--- config.mk ---
export PLATFORM = sky130hd
export DESIGN_NAME = hsi_to_rgb_converter
export DESIGN_NICKNAME = d
export VERILOG_FILES = /design/src/hdl/hsi_pkg.sv /design/src/hdl/hsi_to_rgb_converter.sv
export VERILOG_INCLUDE_DIRS = /design/src /design/src/hdl
export SDC_FILE = /design/constraint.sdc
export NUM_CORES = 1
export LEC_CHECK = 0
export BUFFER_PORTS_ARGS = -buffer_cell sky130_fd_sc_hd__buf_4
export CORE_ASPECT_RATIO = 0.6
export CORE_MARGIN = 5
export CORE_UTILIZATION = 50
export CTS_BUF_LIST = sky130_fd_sc_hd__clkbuf_16
export CTS_CLUSTER_DIAMETER = 40
export DETAILED_ROUTE_END_ITERATION = 16
export PLACE_DENSITY = 0.76
export RECOVER_POWER = 100
export SLEW_MARGIN = 20
export SYNTH_ARGS = -nofsm -noshare
export SYNTH_HDL_FRONTEND = slang
export SYNTH_SLANG_ARGS = --single-unit
--- constraint.sdc ---
create_clock -name clk -period 7.2 [get_ports clk]
set_clock_uncertainty 0.05 [all_clocks]
set_input_delay 0.36 -clock clk [delete_from_list [all_inputs] [get_ports clk]]
set_output_delay 0.36 -clock clk [all_outputs]
set_load 0.005 [all_outputs]
--- src/hdl/assert_macros.svh ---
// ---------------------------------------------------------------------------
// Assertion macros
// Shared concurrent assertion shorthands for the hdl folder.
// ---------------------------------------------------------------------------
`ifndef ASSERT_MACROS_SVH
`define ASSERT_MACROS_SVH

// consequent holds on the same edge as the antecedent
`define ASSERT_IMPLY(label, clk, rst_n, ante, cons) \
	label: assert property (@(posedge clk) disable iff (!rst_n) (ante) |-> (cons)) \
		else $error("assertion failed");

// consequent holds on the edge after the antecedent
`define ASSERT_NEXT(label, clk, rst_n, ante, cons) \
	label: assert property (@(posedge clk) disable iff (!rst_n) (ante) |=> (cons)) \
		else $error("assertion failed");

`endif

--- src/hdl/hsi_pkg.sv ---
// ---------------------------------------------------------------------------
// HSI to RGB package
// Constants, sector codes and the elaboration-time ratio table generator.
// ---------------------------------------------------------------------------
package hsi_pkg;

	localparam int RATIO_FRAC_BITS_DEF = 14;
	localparam int SECTOR_DEG = 120;
	localparam int FULL_TURN = 360;
	localparam int SAT_ONE = 256;
	localparam int COS_TERMS = 10;
	localparam longint unsigned PI_Q30 = 64'd3373259426;
	localparam longint unsigned ONE_Q28 = 64'd268435456;

	typedef enum logic [1:0] {
		SECT_RED   = 2'd0,
		SECT_GREEN = 2'd1,
		SECT_BLUE  = 2'd2
	} sector_t;

	// bitwise long division, elaboration only
	function automatic longint unsigned udiv(longint unsigned n, longint unsigned d);
		longint unsigned q;
		longint unsigned r;
		q = 64'd0;
		r = 64'd0;
		for (int b = 63; b >= 0; b--) begin
			r = {r[62:0], n[b]};
			if (r >= d) begin
				r = r - d;
				q[b] = 1'b1;
			end
		end
		return q;
	endfunction

	// cosine of whole degrees in Q28 by truncated Taylor series
	function automatic longint cos_q28(int deg);
		longint unsigned a;
		longint unsigned x2;
		longint unsigned term;
		longint sum;
		a = (longint'(unsigned'(deg)) * PI_Q30) / 720;
		x2 = (a * a) >> 28;
		term = ONE_Q28;
		sum = longint'(ONE_Q28);
		for (int k = 1; k <= COS_TERMS; k++) begin
			term = (term * x2) >> 28;
			term = udiv(term, longint'((2 * k - 1) * (2 * k)));
			if (k % 2 == 1)
				sum = sum - longint'(term);
			else
				sum = sum + longint'(term);
		end
		return sum;
	endfunction

	// cos(off) / cos(60 - off) in Q(frac), truncated toward zero
	function automatic longint ratio_entry(int off, int frac);
		int other;
		longint num;
		longint den;
		longint unsigned mag;
		other = (off <= 60) ? (60 - off) : (off - 60);
		num = cos_q28(off) * (longint'(1) << frac);
		den = cos_q28(other);
		if (den <= 0)
			return 0;
		if (num < 0) begin
			mag = udiv(longint'(-num), longint'(den));
			return -longint'(mag);
		end
		mag = udiv(longint'(num), longint'(den));
		return longint'(mag);
	endfunction

endpackage

--- src/hdl/hsi_to_rgb_converter.sv ---
// ---------------------------------------------------------------------------
// HSI to RGB converter
// Four-stage pipeline from hue, saturation and intensity to 8-bit RGB.
// ---------------------------------------------------------------------------
// One pixel per clock is accepted and one RGB triple leaves per clock unless
// the output stalls. Stage one wraps hue, clamps saturation and picks the
// sector, stage two reads the ratio table and forms S*ratio and I*(1-S), stage
// three forms the leading channel with the third multiplier, stage four forms
// the third channel, clamps all three and holds the result in the output
// register. Backpressure on the output stalls only the stages that hold data,
// so bubbles are filled while the sink waits.
`include "assert_macros.svh"

module hsi_to_rgb_converter #(
	parameter int RATIO_FRAC_BITS = hsi_pkg::RATIO_FRAC_BITS_DEF
) (
	input  logic        clk,
	input  logic        arst_n,
	input  logic        s_tvalid,
	output logic        s_tready,
	input  logic [31:0] s_tdata,   // hue_degrees[8:0], saturation[17:9], intensity[25:18]
	output logic        m_tvalid,
	input  logic        m_tready,
	output logic [23:0] m_tdata    // red[7:0], green[15:8], blue[23:16]
);

	localparam int RW = RATIO_FRAC_BITS + 3;
	localparam int SRW = RW + 10;
	localparam int FW = SRW + 9;
	localparam int CSH = RATIO_FRAC_BITS + 8;
	localparam int TAB_N = hsi_pkg::SECTOR_DEG;

	logic signed [RW-1:0] ratio_rom [TAB_N];

	for (genvar g = 0; g < TAB_N; g++) begin : g_ratio
		localparam logic signed [RW-1:0] ENTRY =
			RW'(hsi_pkg::ratio_entry(g, RATIO_FRAC_BITS));
		assign ratio_rom[g] = ENTRY;
	end

	logic rdy1, rdy2, rdy3, rdy4;
	logic vld_s1, vld_s2, vld_s3, vld_s4;

	assign rdy4 = !vld_s4 || m_tready;
	assign rdy3 = !vld_s3 || rdy4;
	assign rdy2 = !vld_s2 || rdy3;
	assign rdy1 = !vld_s1 || rdy2;
	assign s_tready = rdy1;
	assign m_tvalid = vld_s4;

	always_ff @(posedge clk or negedge arst_n) begin
		if (!arst_n) begin
			vld_s1 <= 1'b0;
			vld_s2 <= 1'b0;
			vld_s3 <= 1'b0;
			vld_s4 <= 1'b0;
		end else begin
			if (rdy1) vld_s1 <= s_tvalid;
			if (rdy2) vld_s2 <= vld_s1;
			if (rdy3) vld_s3 <= vld_s2;
			if (rdy4) vld_s4 <= vld_s3;
		end
	end

	// stage 1: wrap hue, clamp saturation, pick sector
	logic [8:0]       hue_in, sat_in, hue_w, sat_c;
	logic [7:0]       int_in;
	hsi_pkg::sector_t sect_c;
	logic [8:0]       sect_base;

	assign hue_in = s_tdata[8:0];
	assign sat_in = s_tdata[17:9];
	assign int_in = s_tdata[25:18];

	always_comb begin
		hue_w = (hue_in >= 9'(hsi_pkg::FULL_TURN)) ? hue_in - 9'(hsi_pkg::FULL_TURN) : hue_in;
		sat_c = (sat_in > 9'(hsi_pkg::SAT_ONE)) ? 9'(hsi_pkg::SAT_ONE) : sat_in;
		if (hue_w >= 9'(2 * hsi_pkg::SECTOR_DEG)) begin
			sect_c = hsi_pkg::SECT_BLUE;
			sect_base = 9'(2 * hsi_pkg::SECTOR_DEG);
		end else if (hue_w >= 9'(hsi_pkg::SECTOR_DEG)) begin
			sect_c = hsi_pkg::SECT_GREEN;
			sect_base = 9'(hsi_pkg::SECTOR_DEG);
		end else begin
			sect_c = hsi_pkg::SECT_RED;
			sect_base = 9'd0;
		end
	end

	hsi_pkg::sector_t sect_s1, sect_s2, sect_s3;
	logic [6:0] off_s1;
	logic [8:0] sat_s1;
	logic [7:0] int_s1, int_s2, int_s3;

	always_ff @(posedge clk) begin
		if (rdy1) begin
			sect_s1 <= sect_c;
			off_s1  <= 7'(hue_w - sect_base);
			sat_s1  <= sat_c;
			int_s1  <= int_in;
		end
	end

	// stage 2: table read, S*ratio, I*(1-S)
	logic signed [SRW-1:0] sr_prod;
	logic [16:0]           mn_prod;
	logic signed [SRW-1:0] sr_s2;
	logic [16:0]           mn_s2;

	assign sr_prod = $signed({1'b0, sat_s1}) * ratio_rom[off_s1];
	assign mn_prod = int_s1 * (9'(hsi_pkg::SAT_ONE) - sat_s1);

	always_ff @(posedge clk) begin
		if (rdy2) begin
			sect_s2 <= sect_s1;
			int_s2  <= int_s1;
			sr_s2   <= sr_prod;
			mn_s2   <= mn_prod;
		end
	end

	// stage 3: leading channel
	logic signed [SRW-1:0] lead_base;
	logic signed [FW-1:0]  lead_prod;
	logic signed [FW-1:0]  lead_s3, min_s3;

	assign lead_base = (SRW'(1) <<< CSH) + sr_s2;
	assign lead_prod = $signed({1'b0, int_s2}) * lead_base;

	always_ff @(posedge clk) begin
		if (rdy3) begin
			sect_s3 <= sect_s2;
			int_s3  <= int_s2;
			lead_s3 <= lead_prod;
			min_s3  <= FW'(mn_s2) <<< RATIO_FRAC_BITS;
		end
	end

	// stage 4: third channel, clamp, route to RGB
	function automatic logic [7:0] to_chan(input logic signed [FW-1:0] fx);
		logic signed [FW-1:0] v;
		v = fx >>> CSH;
		if (fx < 0)
			return 8'd0;
		if (v > FW'(255))
			return 8'd255;
		return v[7:0];
	endfunction

	logic signed [FW-1:0] tri_fx, third_fx;
	logic [7:0]           lo_c, ld_c, th_c;
	logic [23:0]          rgb_c, rgb_s4;

	always_comb begin
		tri_fx = (FW'(int_s3) + FW'({int_s3, 1'b0})) <<< CSH;
		third_fx = tri_fx - min_s3 - lead_s3;
		lo_c = to_chan(min_s3);
		ld_c = to_chan(lead_s3);
		th_c = to_chan(third_fx);
		case (sect_s3)
			hsi_pkg::SECT_RED:   rgb_c = {lo_c, th_c, ld_c};
			hsi_pkg::SECT_GREEN: rgb_c = {th_c, ld_c, lo_c};
			hsi_pkg::SECT_BLUE:  rgb_c = {ld_c, lo_c, th_c};
			default:             rgb_c = {lo_c, th_c, ld_c};
		endcase
	end

	always_ff @(posedge clk) begin
		if (rdy4) rgb_s4 <= rgb_c;
	end

	assign m_tdata = rgb_s4;

	`ASSERT_NEXT(a_s1_to_s2, clk, arst_n, vld_s1 && rdy2, vld_s2)
	`ASSERT_NEXT(a_s3_to_out, clk, arst_n, vld_s3 && rdy4, m_tvalid)
	`ASSERT_IMPLY(a_full_stall, clk, arst_n,
		vld_s1 && vld_s2 && vld_s3 && m_tvalid && !m_tready, !s_tready)

endmodule

==> summary.txt, run 1 <==
ys async rst share - 0.0234
status - complete, but fails checks
TritonCTS Buffers - 17
area of the die - 57,100 um^2
core area - 51,300 um^2
Yosys cell types - 86
post-DR vias/cell - 5.65
failing checks - max-capacitance violations, max-slew violations
Core Rows - 64
initial DRC count - 1,948
flops & latches, synth - 171
CP max FO - 4
nets@finish - 3,627
Synthesized Nets - 3,445
vias in the first global route - 21,600
RSZ-0062 raised after global routing - yes
Synth Instances - 2,823
cell taking the most area after synthesis - fa_1
clock-pin slew on the worst setup and hold paths - 0.09 ns
combinational family with the most area after synthesis - adder cells
mux contribution to synthesized area - 0.00780
Die W - 305 um
sequential cell area fraction in the yosys report - 0.196
post-synth top area share - 0.276
CTS Root Cell - clkbuf_16
port bufs - 55
commonest cells in the netlist - 517 x inv_1, 360 x fa_1, 258 x and2_1, 244 x nand2_1, 226 x ha_1
Synth Area in Compound Gates - 0.113
post-synthesis simple-gate area fraction - 0.168
Final Slew Violations - 149
max-cap viol count - 3
DRC - 0
WL/cell - 19.3 um
Crit. End Element - flop
# IOs - 62
Skew-Pair Late Insertion Delay - 0.47 ns
final WL - 71.6 mm
Hold Path Class - in -> reg
GRT Overall Usage - 0.251
Hold Path Origin - s_tdata[1]
worst-margin pin slew - 3.53 ns
clk buf depth - 2
Post-Syn Area - 26,100 um^2
Min Hold Slack - 0.0439 ns
ANT nets after route - 0
Setup violations, final - 0
Post-synth EDFFs - 167
crit path time final - 7.09 ns
CP arrival - 7.25 ns
Die Ht - 187 um
H-tree levels - 4
slowest CP cell - fa_1
initial core utilization - 0.509
Achievable Freq - 0.141 GHz
kind of critical path - reg -> reg
Critical Path Max Stage Delay - 0.55 ns
Yosys warnings - 0
Slew HR - -1.35
Tcrit/Tclk final - 0.984
syn_area_per_cell - 9.26 um^2
Worst Path Required - 7.36 ns
reg-to-reg setup timing slack - 0.11 ns
Hold Path Stages - 1
CTS tree - done
Placer Congestion - 0.983
share of layout cells above drive strength 1 - 0.131
Worst Reg2Reg Path Length in Cells - 30
Syn-to-layout area delta - 14.5%
TritonRoute pass-1 iters - 5
via count - 21,000
r2r startpoint - off_s1[0]$_DFFE_PP_
XOR/XNOR Fraction of Synth Area - 0.0421
first-pass GRT wire length - 116 mm
post-DP HPWL - 58.1 mm
antenna violations before repair - 0
Startpoint Class - flop
largest net degree at the start of global routing - 65
most common cell in the synthesized netlist - inv_1
Primary FF master, synth - edfxtp_1
# diodes - 0
Synth area leaders - fa_1 28%, edfxtp_1 19%, ha_1 11%
Post-Synth Adder-Cell Area - 0.384
WHS Endpoint - off_s1[1]$_DFFE_PP_
aggregate global routing overflow - 0
final hold vios - 0
clk sink count - 171
reg-to-reg critical path endpoint - sr_s2[25]$_DFFE_PP_
## cell usage in the layout, fill, tap and decap left out, types with 8 or more instances in the layout
cell type / count
edfxtp_1: 167
nand3_1: 21
nor2_4: 9
nand4_1: 9
o211ai_1: 14
clkbuf_4: 36
nor2b_1: 51
a211oi_1: 13
xnor2_1: 93
o221ai_1: 8
a21oi_1: 119
nand2_2: 9
a31oi_1: 29
o21ai_0: 85
buf_4: 179
ha_4: 10
clkbuf_1: 11
buf_6: 14
o21a_1: 20
clkbuf_16: 17
fa_1: 356
o21ai_1: 15
ha_1: 212
inv_1: 512
and2_1: 251
nor3_1: 38
xor2_1: 29
nor2_1: 126
mux2i_1: 8
and3_1: 8
nand2_1: 234
a21o_1: 29
o22ai_1: 13
nand2b_1: 30
## critical path, delay by kind of cell (launching register included)
family,cells,cell delay (ns)
adder cells (fa/ha/maj),7,2.72
XOR/XNOR,1,0.09
buffers and inverters,9,1.07
flip-flops,1,0.44
AND/OR/NAND/NOR,3,0.78
AO/OA/AOI/OAI,10,1.68
## cell type report
| class | count | area (um^2) |
|---|---|---|
| Timing Repair Buffer | 259 | 2090 |
| Sequential cell | 171 | 5110 |
| Clock buffer | 17 | 425 |
| Fill cell | 4317 | 21400 |
| Inverter | 520 | 1960 |
| Clock inverter | 15 | 195 |
| Tap cell | 693 | 867 |
| Multi-Input combinational cell | 2036 | 19300 |
## registers in the layout, summed over array words and instances, names as in the netlist
name	count
off_s1	7
min_s3	17
m_tdata	24
sr_s2	27
mn_s2	17
vld_s1	1
int_s2	8
int_s1	8
vld_s2	1
sat_s1	9
sect_s2	2
sect_s1	2
lead_s3	36
vld_s3	1
sect_s3	2
int_s3	8
m_tvalid	1
## routing by layer
| metal | GRT usage | up-vias | share of wire | routed length [um] |
|---|---|---|---|---|
| met1 | 0.381 | 10500 | 0.45 | 32500 |
| met2 | 0.365 | 924 | 0.42 | 30000 |
| met3 | 0.0780 | 49 | 0.12 | 8540 |
| met5 | 0 | - | 0 | 0 |
| li1 | - | 9529 | - | - |
| met4 | 0.0319 | 0 | 0.0080 | 575 |
## worst max path at each step
stage | start | end | cells past startpoint
2_1_floorplan | off_s1[0]$_DFFE_PP_ | sr_s2[24]$_DFFE_PP_ | 26
3_3_place_gp | off_s1[0]$_DFFE_PP_ | sr_s2[26]$_DFFE_PP_ | 27
3_5_place_dp | off_s1[1]$_DFFE_PP_ | sr_s2[24]$_DFFE_PP_ | 29
4_1_cts | off_s1[1]$_DFFE_PP_ | sr_s2[26]$_DFFE_PP_ | 28
5_1_grt | off_s1[1]$_DFFE_PP_ | sr_s2[26]$_DFFE_PP_ | 29
6_report | off_s1[0]$_DFFE_PP_ | sr_s2[25]$_DFFE_PP_ | 30
## what timing repair did
item                                   in CTS  in global routing
gates cloned                                0                  1
hold buffers                                5                  2
pin swaps                                   1                 62
setup endpoints to repair                   9                  9
endpoints found under the hold margin       8                  2
gates resized for setup                    13                143
buffers inserted                            1                 20
## stage by stage
step           setup TNS (ns)  area (um^2)  std cells  utilization  worst slack (ns)
4_1_cts               -0.0224        29200       3688        0.568           -0.0224
3_5_place_dp            -2.34        28400       3650        0.554            -0.424
5_1_grt                -0.408        29900       3711        0.583           -0.0921
3_3_place_gp            -1.38        28400       3650        0.554            -0.308
2_1_floorplan               0        26100       2823            -            0.0350
6_report                    0        29900       3711        0.583             0.113
## kinds of logic (layout without fill, tap and decap cells)
logic type / Yosys count / in the layout
mux: 15 / 15
xor+xnor: 124 / 124
flops: 171 / 171
buf+inv: 616 / 811
fa+ha+maj: 586 / 586
compound gates: 455 / 455
simple gates: 856 / 856
Power of run 1 is not shown: default switching activity piles up to over one toggle a cycle in this logic, so the estimate is an artifact.
==> run 2, diff against run 1 <==
--- a/config.mk
+++ b/config.mk
@@ -6,6 +6,7 @@
 export SDC_FILE = /design/constraint.sdc
 export NUM_CORES = 1
 export LEC_CHECK = 0
+export ABC_CLOCK_PERIOD_IN_PS = 7200
 export BUFFER_PORTS_ARGS = -buffer_cell sky130_fd_sc_hd__buf_4
 export CORE_ASPECT_RATIO = 0.6
 export CORE_MARGIN = 5
==> constraint.sdc (replaced) <==
create_clock -name clk -period 7.2 [get_ports clk]
set_clock_uncertainty 0.05 [all_clocks]
set_input_delay 1.44 -clock clk [delete_from_list [all_inputs] [get_ports clk]]
set_output_delay 1.44 -clock clk [all_outputs]
set_load 0.005 [all_outputs]
==> run 2 against run 1 <==
Wire length decreased by 2.0%. Final area is 0.14% lower. Fmax is 0.11% lower. Flip-flop and latch count is the same. Register-to-register slack about the same. Largest cell class unchanged. The run still ends with max-capacitance violations, max-slew violations left. Non-clock buffer count increased by 1. Global-route usage decreased by 0.42 points. Hold slack better by 0.31 ns. Die area did not move. Highest routed layer is now met5.
==> summary.txt, run 2 (same netlist as run 1, synthesis figures left out) <==
area of the die - 57,100 um^2 (unchanged)
# diodes - 0 (unchanged)
nets@finish - 3,628 (was 3,627)
vias in the first global route - 21,800 (was 21,600)
port bufs - 55 (unchanged)
ANT nets after route - 0 (unchanged)
CTS tree - done (unchanged)
Buf/Inv on CP - 6 (was 9)
initial DRC count - 1,964 (was 1,948)
CTS Root Cell - clkbuf_16 (unchanged)
Placer Congestion - 0.995 (was 0.983)
core area - 51,300 um^2 (unchanged)
aggregate global routing overflow - 0 (unchanged)
Crit. End Element - flop (unchanged)
Syn-to-layout area delta - 14.3% (was 14.5%)
WL/cell - 18.9 um (was 19.3 um)
Tcrit/Tclk final - 0.985 (was 0.984)
Fillers - 4,364 (was 4,317)
Die Ht - 187 um (unchanged)
clk sink count - 171 (unchanged)
Skew-Pair Late Insertion Delay - 0.47 ns (about the same)
via count - 21,000 (about the same)
initial core utilization - 0.509 (unchanged)
clock-pin slew on the worst setup and hold paths - 0.09 ns (about the same)
post-DP HPWL - 56.6 mm (was 58.1 mm)
RSZ-0062 raised after global routing - yes (unchanged)
Min Hold Slack - 0.358 ns (was 0.0439 ns)
failing checks - max-capacitance violations, max-slew violations (unchanged)
commonest non-fill, non-tap cell in the layout - inv_1 (unchanged)
final hold vios - 0 (unchanged)
Hold Path Class - reg -> reg (was in -> reg)
# IOs - 62 (unchanged)
CP arrival - 7.24 ns (was 7.25 ns)
H-tree levels - 4 (unchanged)
largest delay contributor family on the critical path - adder cells (unchanged)
share of layout cells above drive strength 1 - 0.135 (was 0.131)
Startpoint Class - flop (unchanged)
CTS Hold Bufs - 0 (was 5)
Core Rows - 64 (unchanged)
Die W - 305 um (unchanged)
DRC - 0 (unchanged)
CP max FO - 11 (was 4)
GRT Overall Usage - 0.247 (was 0.251)
worst-margin pin slew - 3.47 ns (was 3.53 ns)
Final Slew Violations - 149 (unchanged)
Achievable Freq - 0.141 GHz (about the same)
Largest register FFs - 36 (unchanged)
most frequent cells in the layout - 510 x inv_1, 357 x fa_1, 252 x and2_1 (was 512 x inv_1, 356 x fa_1, 251 x and2_1)
antenna violations before repair - 1 (was 0)
final WL - 70.2 mm (was 71.6 mm)
clk buf depth - 2 (unchanged)
kind of critical path - reg -> reg (unchanged)
post-DR vias/cell - 5.65 (about the same)
largest net degree at the start of global routing - 65 (unchanged)
Setup violations, final - 0 (unchanged)
Critical Path Max Stage Delay - 0.52 ns (was 0.55 ns)
TritonRoute pass-1 iters - 6 (was 5)
Top cell by count, worst path - fa_1
max-cap viol count - 3 (unchanged)
status - complete, but fails checks (unchanged)
Slew HR - -1.31 (was -1.35)
Worst Path Required - 7.34 ns (was 7.36 ns)
TritonCTS Buffers - 17 (unchanged)
first-pass GRT wire length - 114 mm (was 116 mm)
crit path time final - 7.09 ns (about the same)
slowest CP cell - mux4_2 (was fa_1)
Largest Register - lead_s3 (unchanged)
-- run 2: what timing repair did --
action | 4_1_cts | 5_1_grt
endpoints found under the setup margin | 8 | 9
buffers inserted | 6 | 20
pin swaps | 13 | 59
endpoints found under the hold margin | 0 | 0
resized for setup | 27 | 137
-- run 2: area by class of cell --
cell class,instances,area (um^2),share of cell area
Timing Repair Buffer,260,2100,0.0701
Clock inverter,15,173,0.00578
Sequential cell,171,5110,0.171
Tap cell,693,867,0.0290
Inverter,520,1960,0.0655
Clock buffer,17,425,0.0142
Multi-Input combinational cell,2036,19200,0.644
-- run 2: final timing paths --
path	from	end	slack (ns)	cells after the start
max in group asynchronous	arst_n	vld_s2$_DFFE_PN0P_	6.13	1
setup reg to reg	off_s1[1]$_DFFE_PP_	sr_s2[26]$_DFFE_PP_	0.11	27
min in group asynchronous	arst_n	m_tvalid$_DFFE_PN0P_	0.76	1
hold / removal	mn_s2[0]$_DFFE_PP_	min_s3[14]$_DFFE_PP_	0.36	0
setup / recovery	off_s1[1]$_DFFE_PP_	sr_s2[26]$_DFFE_PP_	0.11	27
hold reg to reg	mn_s2[0]$_DFFE_PP_	min_s3[14]$_DFFE_PP_	0.36	0
-- run 2: metrics by stage --
step | instance area, um^2 | setup slack [ns] | utilization | TNS [ns] | instances
2_1_floorplan | 26100 | 0.0350 | - | 0 | 2823
3_3_place_gp | 28500 | -0.103 | 0.555 | -0.261 | 3652
3_5_place_dp | 28500 | -0.349 | 0.555 | -1.41 | 3652
4_1_cts | 29200 | 0.00106 | 0.569 | 0 | 3690
5_1_grt | 29900 | -0.114 | 0.582 | -0.289 | 3712
6_report | 29900 | 0.105 | 0.582 | 0 | 3712
-- run 2: metal layers --
layer	GRT usage	part of all wire
met3	0.0806	0.11
met2	0.363	0.43
met1	0.364	0.44
met4	0.0412	0.012
met5	0	0.00017
Power of run 2 is left out for the same reason.
==> run 3, diff against run 2 <==
--- a/config.mk
+++ b/config.mk
@@ -9,7 +9,6 @@
 export ABC_CLOCK_PERIOD_IN_PS = 7200
 export BUFFER_PORTS_ARGS = -buffer_cell sky130_fd_sc_hd__buf_4
 export CORE_ASPECT_RATIO = 0.6
-export CORE_MARGIN = 5
 export CORE_UTILIZATION = 50
 export CTS_BUF_LIST = sky130_fd_sc_hd__clkbuf_16
 export CTS_CLUSTER_DIAMETER = 40
==> run 3 against run 2 <==
The run still ends with max-capacitance violations, max-slew violations left. Cell count shrank 0.75%. Non-clock buffer count shrank 28. Wire length hardly changed. Fmax barely moved. Global-route usage is 2.5 points higher. Critical path type unchanged.
==> summary.txt, run 3 (same netlist as run 1, synthesis figures left out) <==
initial DRC count - 2,222 (was 1,964)
aggregate global routing overflow - 0 (unchanged)
Register Area - 5110 um^2 (unchanged)
share of layout cells above drive strength 1 - 0.129 (was 0.135)
commonest non-fill, non-tap cell in the layout - inv_1 (unchanged)
Largest register FFs - 36 (unchanged)
Syn-to-layout area delta - 13.8% (was 14.3%)
Crit. End Element - flop (unchanged)
Final Slew Violations - 149 (unchanged)
Core Rows - 64 (unchanged)
Fillers - 4,376 (was 4,364)
TritonCTS Buffers - 17 (unchanged)
post-route setup slack - 0.104 ns (was 0.105 ns)
post-DP HPWL - 56.8 mm (was 56.6 mm)
CP arrival - 7.24 ns (about the same)
Worst Path Required - 7.35 ns (was 7.34 ns)
final WL - 70.2 mm (about the same)
core area - 51,200 um^2 (was 51,300 um^2)
Placer Congestion - 1.05 (was 0.995)
via count - 20,800 (was 21,000)
CTS Root Cell - clkbuf_16 (unchanged)
first-pass GRT wire length - 113 mm (was 114 mm)
crit path time final - 7.10 ns (was 7.09 ns)
GRT Overall Usage - 0.272 (was 0.247)
max-cap viol count - 3 (unchanged)
TritonRoute pass-1 iters - 6 (unchanged)
WL/cell - 19.0 um (was 18.9 um)
kind of critical path - reg -> reg (unchanged)
clk buf depth - 2 (unchanged)
pre-CTS setup slack - -0.223 ns (was -0.349 ns)
status - complete, but fails checks (unchanged)
port bufs - 55 (unchanged)
Slew HR - -1.29 (was -1.31)
DRC - 0 (unchanged)
CTS tree - done (unchanged)
nets@finish - 3,600 (was 3,628)
H-tree levels - 4 (unchanged)
CTS Hold Bufs - 0 (unchanged)
initial core utilization - 0.510 (was 0.509)
post-DR vias/cell - 5.65 (about the same)
Largest Register - lead_s3 (unchanged)
area of the die - 53,200 um^2 (was 57,100 um^2)
Hold Path Class - reg -> reg (unchanged)
Die W - 297 um (was 305 um)
final hold vios - 0 (unchanged)
clock-pin slew on the worst setup and hold paths - 0.09 ns (about the same)
Skew-Pair Late Insertion Delay - 0.48 ns (was 0.47 ns)
# diodes - 0 (unchanged)
Startpoint Class - flop (unchanged)
Tcrit/Tclk final - 0.986 (was 0.985)
Top cell by count, worst path - fa_1 (unchanged)
Achievable Freq - 0.141 GHz (about the same)
RSZ-0062 raised after global routing - yes (unchanged)
# IOs - 62 (unchanged)
CP max FO - 6 (was 11)
Setup violations, final - 0 (unchanged)
Critical Path Max Stage Delay - 0.56 ns (was 0.52 ns)
footprint of the multi-input gates - 19,300 um^2 (was 19,200 um^2)
worst-margin pin slew - 3.43 ns (was 3.47 ns)
ANT nets after route - 0 (unchanged)
failing checks - max-capacitance violations, max-slew violations (unchanged)
largest net degree at the start of global routing - 65 (unchanged)
clk sink count - 171 (unchanged)
Die Ht - 179 um (was 187 um)
slowest CP cell - fa_1 (was mux4_2)
antenna violations before repair - 0 (was 1)
vias in the first global route - 21,200 (was 21,800)
most frequent cells in the layout - 508 x inv_1, 357 x fa_1, 249 x and2_1 (was 510 x inv_1, 357 x fa_1, 252 x and2_1)
-- run 3: final timing paths --
path	endpoint	depth (start not counted)	startpoint	slack (ns)
worst max-delay path	sr_s2[23]$_DFFE_PP_	27	off_s1[1]$_DFFE_PP_	0.10
worst min-delay path	min_s3[15]$_DFFE_PP_	0	mn_s2[1]$_DFFE_PP_	0.37
worst max register to register	sr_s2[23]$_DFFE_PP_	27	off_s1[1]$_DFFE_PP_	0.10
worst min register to register	min_s3[15]$_DFFE_PP_	0	mn_s2[1]$_DFFE_PP_	0.37
max in group asynchronous	vld_s1$_DFFE_PN0P_	1	arst_n	6.14
min in group asynchronous	m_tvalid$_DFFE_PN0P_	1	arst_n	0.74
-- run 3: layout make-up --
class / instances / share of cell area
sequential: 171 / 0.172
clock inverter: 15 / 0.00648
timing repair buffer: 232 / 0.0636
multi-input combinational: 2036 / 0.648
clock buffer: 17 / 0.0143
inverter: 520 / 0.0660
tap: 693 / 0.0292
-- run 3: routing by layer --
layer / vias to the layer above / global-route usage / share of wire
met3: 63 / 0.0968 / 0.12
met2: 941 / 0.395 / 0.41
li1: 9479 / - / -
met5: - / 0 / 0
met4: 0 / 0.0432 / 0.0089
met1: 10300 / 0.395 / 0.46
-- run 3: critical path: cells and delay by family (launching register included) --
kind,cells,cell delay (ns)
buf+inv,5,0.63
simple gates,4,0.56
fa+ha+maj,7,3.03
flops,1,0.45
compound gates,10,1.87
mux,1,0.22
-- run 3: repair_timing --
item	CTS	global route
pin swaps	3	61
setup buffers	1	14
gates cloned	0	0
gates resized for setup	21	137
endpoints found under the setup margin	7	9
-- run 3: stage by stage --
stage	hold slack (ns)	TNS [ns]	std cells	utilization	cell area [um^2]
floorplan	0.350	0	2823	-	26100
global placement	0.352	-0.479	3637	0.554	28400
detailed placement	0.356	-0.909	3637	0.554	28400
CTS	0.375	0	3670	0.568	29100
global route	0.385	-0.338	3684	0.580	29700
finish	0.374	0	3684	0.580	29700
Power of run 3 is left out for the same reason.
